`src/rtl/tmbf_pkg.sv`:
```
// ----------------------------------------------------------------------------
// Tile map bucket fill: shared package
// Field widths, request and register codes, beat structs, neighbor table.
// ----------------------------------------------------------------------------
`timescale 1ns / 1ps
`default_nettype none

package tmbf_pkg;

    // Fixed field widths
    localparam int POS_BITS      = 6;
    localparam int VALUE_BITS    = 16;
    localparam int COUNT_BITS    = 13;
    localparam int SIZE_REG_BITS = 7;
    localparam int APB_DATA_BITS = 32;
    localparam int PADDR_BITS    = 4;

    // Parameter defaults for the top level
    localparam int DEF_MAX_WIDTH  = 64;
    localparam int DEF_MAX_HEIGHT = 64;
    localparam int DEF_ID_BITS    = 16;

    // Request codes
    localparam logic [1:0] REQ_WRITE   = 2'd0;
    localparam logic [1:0] REQ_READ    = 2'd1;
    localparam logic [1:0] REQ_FILL    = 2'd2;
    localparam logic [1:0] REQ_REPLACE = 2'd3;

    // Register indexes (byte address = 4 * index)
    localparam logic [1:0] REG_MAP_WIDTH    = 2'd0;
    localparam logic [1:0] REG_MAP_HEIGHT   = 2'd1;
    localparam logic [1:0] REG_CONNECTIVITY = 2'd2;

    // Register reset values
    localparam logic [SIZE_REG_BITS-1:0] RST_MAP_WIDTH    = 7'd24;
    localparam logic [SIZE_REG_BITS-1:0] RST_MAP_HEIGHT   = 7'd24;
    localparam logic                     RST_CONNECTIVITY = 1'b0;

    // Neighbor counts
    localparam logic [3:0] NDIR_FOUR  = 4'd4;
    localparam logic [3:0] NDIR_EIGHT = 4'd8;

    // Request beat
    typedef struct packed {
        logic [1:0]            req_type;
        logic [POS_BITS-1:0]   pos_x;
        logic [POS_BITS-1:0]   pos_y;
        logic [VALUE_BITS-1:0] tile_value;
    } tmbf_req_t;

    // Result beat
    typedef struct packed {
        logic [VALUE_BITS-1:0] read_value;
        logic [COUNT_BITS-1:0] changed_count;
        logic                  out_of_bounds;
    } tmbf_rsp_t;

    // Configuration as seen by the engine
    typedef struct packed {
        logic [SIZE_REG_BITS-1:0] map_width;
        logic [SIZE_REG_BITS-1:0] map_height;
        logic                     connectivity;
    } tmbf_cfg_t;

    // Queue commands from the engine
    typedef struct packed {
        logic clear;
        logic push;
        logic pop;
    } tmbf_qcmd_t;

    // One neighbor step
    typedef struct packed {
        logic xinc;
        logic xdec;
        logic yinc;
        logic ydec;
    } tmbf_dir_t;

    // Directions: right, left, down, up, then the four diagonals
    function automatic tmbf_dir_t tmbf_dir(input logic [2:0] d);
        tmbf_dir_t r;
        r = '0;
        case (d)
            3'd0:    r.xinc = 1'b1;
            3'd1:    r.xdec = 1'b1;
            3'd2:    r.yinc = 1'b1;
            3'd3:    r.ydec = 1'b1;
            3'd4:    begin r.xinc = 1'b1; r.yinc = 1'b1; end
            3'd5:    begin r.xinc = 1'b1; r.ydec = 1'b1; end
            3'd6:    begin r.xdec = 1'b1; r.yinc = 1'b1; end
            3'd7:    begin r.xdec = 1'b1; r.ydec = 1'b1; end
            default: r = '0;
        endcase
        return r;
    endfunction

endpackage

`default_nettype wire

```
`src/rtl/tmbf_cfg.sv`:
```
// ----------------------------------------------------------------------------
// Tile map bucket fill: configuration registers
// APB-style register file for map size and fill neighborhood.
// ----------------------------------------------------------------------------
`timescale 1ns / 1ps
`default_nettype none

module tmbf_cfg (
    input  logic                                clk,
    input  logic                                rst_n,
    input  logic                                psel,
    input  logic                                penable,
    input  logic                                pwrite,
    input  logic [tmbf_pkg::PADDR_BITS-1:0]     paddr,
    input  logic [tmbf_pkg::APB_DATA_BITS-1:0]  pwdata,
    output logic [tmbf_pkg::APB_DATA_BITS-1:0]  prdata,
    output logic                                pready,
    output tmbf_pkg::tmbf_cfg_t                 cfg
);
    import tmbf_pkg::*;

    logic [SIZE_REG_BITS-1:0] map_width_reg;
    logic [SIZE_REG_BITS-1:0] map_height_reg;
    logic                     connectivity_reg;
    logic [1:0]               reg_idx;
    logic                     wr_en;

    assign pready  = 1'b1;
    assign reg_idx = paddr[PADDR_BITS-1:2];
    assign wr_en   = psel & penable & pwrite;

    // Register writes
    always_ff @(posedge clk or negedge rst_n)
    begin
        if (!rst_n)
        begin
            map_width_reg    <= RST_MAP_WIDTH;
            map_height_reg   <= RST_MAP_HEIGHT;
            connectivity_reg <= RST_CONNECTIVITY;
        end
        else if (wr_en)
        begin
            case (reg_idx)
                REG_MAP_WIDTH:    map_width_reg    <= pwdata[SIZE_REG_BITS-1:0];
                REG_MAP_HEIGHT:   map_height_reg   <= pwdata[SIZE_REG_BITS-1:0];
                REG_CONNECTIVITY: connectivity_reg <= pwdata[0];
                default:          ;
            endcase
        end
    end

    // Read mux
    always_comb
    begin
        case (reg_idx)
            REG_MAP_WIDTH:    prdata = APB_DATA_BITS'(map_width_reg);
            REG_MAP_HEIGHT:   prdata = APB_DATA_BITS'(map_height_reg);
            REG_CONNECTIVITY: prdata = APB_DATA_BITS'(connectivity_reg);
            default:          prdata = '0;
        endcase
    end

    assign cfg.map_width    = map_width_reg;
    assign cfg.map_height   = map_height_reg;
    assign cfg.connectivity = connectivity_reg;

endmodule

`default_nettype wire

```
`config.mk`:
```
export PLATFORM = sky130hd
export DESIGN_NAME = tmbf_cfg
export DESIGN_NICKNAME = d
export VERILOG_FILES = /design/src/rtl/tmbf_pkg.sv /design/src/rtl/tmbf_cfg.sv
export SDC_FILE = /design/constraint.sdc
export NUM_CORES = 1
export LEC_CHECK = 0
export CORE_MARGIN = 2
export CORE_UTILIZATION = 40
export DETAILED_ROUTE_END_ITERATION = 8
export DONT_BUFFER_PORTS = 1
export GPL_TIMING_DRIVEN = 0
export PLACE_DENSITY = 0.53
export SETUP_SLACK_MARGIN = 0.1
export SKIP_CTS_REPAIR_TIMING = 1
export SKIP_LAST_GASP = 1
export SYNTH_ARGS = -nofsm -noshare
export SYNTH_HDL_FRONTEND = slang
export SYNTH_SLANG_ARGS = --single-unit
export TNS_END_PERCENT = 30
```
`constraint.sdc`:
```
create_clock -name clk -period 0.9 [get_ports clk]
set_clock_uncertainty 0.2 [all_clocks]
set_input_delay 0.135 -clock clk [delete_from_list [all_inputs] [get_ports clk]]
set_output_delay 0.135 -clock clk [all_outputs]
set_load 0.03 [all_outputs]
```
-- After elaboration in Yosys (flattened, before gate mapping)
Index checks and enable logic that the tools add are counted.
- register bits: 15
- input port bits: 41
- word-level logic and storage cells: 12
- equal/unequal tests: 2
- mux-type cells: 1
- bitwise operators: 2
- reductions and logical operators: 4
- operator list (cell ; number):
    $pmux 7 s3 ; 1
    $reduce_and 2->1 ; 3
    $and 1x1->1 ; 2
    $eq 2x1->1 const B ; 1
    $eq 2x2->1 const B ; 1
    $logic_not 2->1 ; 1

-- Logic depth before layout (Yosys ltp)
- word-level depth: 3
- depth in mapped cells: 4

-- Least setup slack after synthesis
Ideal clock, no wire load.
- path kind: register -> output
- start point: register map_height_reg[0]
- end point: output port prdata[0] (netlist name)
- arrival time: 1.314 ns
- path slack: -0.749 ns
- stages on the path, launching flop included: 3
- buffers on the path: 0
- path through: dfrtp_1 > mux2i_1 > o21ai_0
- word-level cells in the longest chain between the ends: 1
- RTL lines (item ; RTL line ; text):
    start: declaration ; tmbf_cfg.sv:23 ; logic [SIZE_REG_BITS-1:0] map_height_reg;
    start signal: assignment ; tmbf_cfg.sv:45 ; REG_MAP_HEIGHT: map_height_reg <= pwdata[SIZE_REG_BITS-1:0];
    $pmux 7 s3 ; tmbf_cfg.sv:55 ; case (reg_idx)
    end: declaration ; tmbf_cfg.sv:16 ; output logic [tmbf_pkg::APB_DATA_BITS-1:0] prdata,
Every way passes these cells.

-- Final worst setup path
- start point: register map_height_reg[4]
- end point: output port prdata[4] (netlist name)
Same word-level chain as after synthesis.

==> flow_metrics.env <==
export IMPL_hp_class="in2reg"
export IMPL_avgSynthCellArea_sq_um=11.74
export IMPL_rsz0062_at_grt="true"
export IMPL_hold_violations=15
export IMPL_overflow=0
export IMPL_rr_worst_depth=1
export IMPL_drc=0
export IMPL_drt_iter0_drc=2
export IMPL_initial_utilization_pct=42.58
export IMPL_maxSlewViolCount=0
export IMPL_drtPass1Iterations=2
export IMPL_core_area_sq_mm=0.002233
export IMPL_critical_path_depth=2
export IMPL_holdWs_ns=-0.2014
export IMPL_placed_area_sq_mm=0.001149
export IMPL_nets=152
export IMPL_cts_root_buf="clkbuf_4"
export IMPL_fin_ws_ns=-0.7176
export IMPL_yosysMostFrequentCell="buf_4"
export IMPL_cp_required_ns=0.56
export IMPL_cts_buffers=3
export IMPL_cts_sinks=15
export IMPL_crit_start="map_height_reg[4]$_DFFE_PN1P_"
export IMPL_ir_drop_mv=1.580
export IMPL_die_w_um=52.76
export IMPL_grt_start_max_net_pins=16
export IMPL_critPathSlowestCell="dfstp_2"
export IMPL_diodes=0
export IMPL_std_cell_rows=17
export IMPL_antenna_found_initial=0
export IMPL_synthArstFlopShare_pct=100.0
export IMPL_routed_wirelength_um=1678
export IMPL_area_growth_pct=33.16
export IMPL_synthTopCellsByArea="dfrtp_1 (29%), buf_4 (22%), dfstp_2 (11%)"
export IMPL_routabilityCongestion=0.5622
export IMPL_synth_seq_cells=15
export IMPL_postRouteAntennaNets=0
export IMPL_hold_depth=1
export IMPL_grt_total_usage_pct=12.16
export IMPL_dp_hpwl_um=1278
export IMPL_synthFlopType="dfrtp_1"
export IMPL_yosysUniqueCellTypes=16
export IMPL_yosys_warnings=0
export IMPL_num_io_pins=89
export IMPL_route_vias_total=579
export IMPL_cts_max_level=1
export IMPL_grt_pass1_vias=484
export IMPL_routedWlPerCell_um=12.16
export IMPL_synth_edf_count=0
export IMPL_yosysTopAreaCellShare_pct=28.95
export IMPL_worstSetupPathType="reg2out"
export IMPL_p_leak_uw=0.0006074
export IMPL_cp_slowest_stage_delay_ns=0.67
export IMPL_tightest_slew_ns=0.6566
export IMPL_worstPathMaxFanout=3
export IMPL_cts_tree="yes"
export IMPL_setup_viol=52
export IMPL_mappedNetlistArea_sq_um=950.9
export IMPL_crit_family="flip-flops"
export IMPL_maxCapViolCount=0
export IMPL_start_kind="flip-flop"
export IMPL_cp_end_kind="output port"
export IMPL_timing_rr_start="map_height_reg[4]$_DFFE_PN1P_"
export IMPL_vias_per_cell=4.196
export IMPL_drive_above_1_share_pct=70.00
export IMPL_die_h_um=52.76
export IMPL_synth_top_cells_by_count="buf_4 (28), dfrtp_1 (11), mux2_2 (8), mux2_4 (7), mux2i_1 (7)"
export IMPL_slew_headroom_pct=56.08
export IMPL_path_cells="mux2i_4 > nor2_4"
export IMPL_utilization_pct=56.69
export IMPL_crit_buf_inv=0
export IMPL_final_area_sq_mm=0.001266
export IMPL_fmax_ghz=0.6182
export IMPL_critical_path_arrival_ns=1.28
export IMPL_ys_seq_area_share_pct=40.00
export IMPL_hold_start="pwdata[0]"
export IMPL_clk_path_buf_depth=2
export IMPL_status="finished with violations"
export IMPL_final_period_utilization_pct=179.7
export IMPL_dieArea_sq_mm=0.002783
export IMPL_grt_pass1_wl_um=2339
export IMPL_port_buffers=0
export IMPL_violations="hold timing, setup timing"
export IMPL_insertion_delay_ns=0.28
export IMPL_clkSlewWorstSetupHoldPaths_ns=0.08
export IMPL_fin_crit_ns=1.618
export IMPL_yosys_area_top_type="dfrtp_1"
export IMPL_syn_inst=81
export IMPL_p_per_area_mw_per_mm2=2065
-- metrics by stage --
stage	hold WS (ns)	worst slack [ns]	total power, uW	instances	setup TNS (ns)
2_1_floorplan	-0.3606	-0.4339	2015	105	-8.208
3_3_place_gp	-0.3602	-0.5241	2084	133	-9.722
3_5_place_dp	-0.3602	-0.5306	2101	133	-9.849
4_1_cts	-0.6681	-0.7877	2476	137	-11.74
5_1_grt	-0.2308	-0.7779	2759	138	-15.64
6_report	-0.2014	-0.7176	2614	138	-11.77
-- placed cells by master, fill, tap and decap left out, types with 3 or more instances in the layout --
cell type	count
dfstp_2	4
mux2_2	4
dfrtp_2	10
mux2i_2	3
buf_4	28
clkbuf_4	3
nor2_4	6
mux2_4	11
mux2i_4	3
conb_1	26
-- path summary, 6_finish.rpt --
check | to | slack, ns
min in group asynchronous | connectivity_reg$_DFFE_PN0P_ | 0.12
min | map_height_reg[0]$_DFFE_PN0P_ | -0.20
min reg2reg | connectivity_reg$_DFFE_PN0P_ | 0.34
max in group asynchronous | map_width_reg[2]$_DFFE_PN0P_ | -0.08
max reg2reg | map_height_reg[4]$_DFFE_PN1P_ | -0.21
max | prdata[4] | -0.72
-- report_power, final --
| part | total, uW | internal, uW | switching [uW] |
|---|---|---|---|
| registers | 1380 | 888 | 495 |
| logic | 863 | 412 | 451 |
| clock network | 369 | 172 | 197 |
| total | 2610 | 1470 | 1140 |
-- kinds of logic (layout without fill, tap and decap cells) --
logic type | count (synthesis) | count (layout) | synth area share, %
muxes | 22 | 22 | 27.90
DFF | 15 | 15 | 40.00
AOI/OAI and AO/OA | 1 | 1 | 0.5258
other | 2 | 26 | 0.7898
buffers and inverters | 30 | 35 | 23.82
and+or+nand+nor | 11 | 11 | 6.974
-- layout make-up --
class	count	area (sq um)
multi-input combinational	60	560.5
tap	28	35.03
buffer	30	241.5
timing repair buffer	1	10.01
fill	193	967.2
clock buffer	4	26.28
sequential	15	392.9
-- per-layer routing --
layer	up-vias	GRT usage [%]	routed length, um
li1	281	-	-
met1	252	13.14	571
met2	42	19.79	864
met3	4	5.429	224
met4	0	6.410	19
met5	-	0	0
Power figures use the tool's default switching activity.
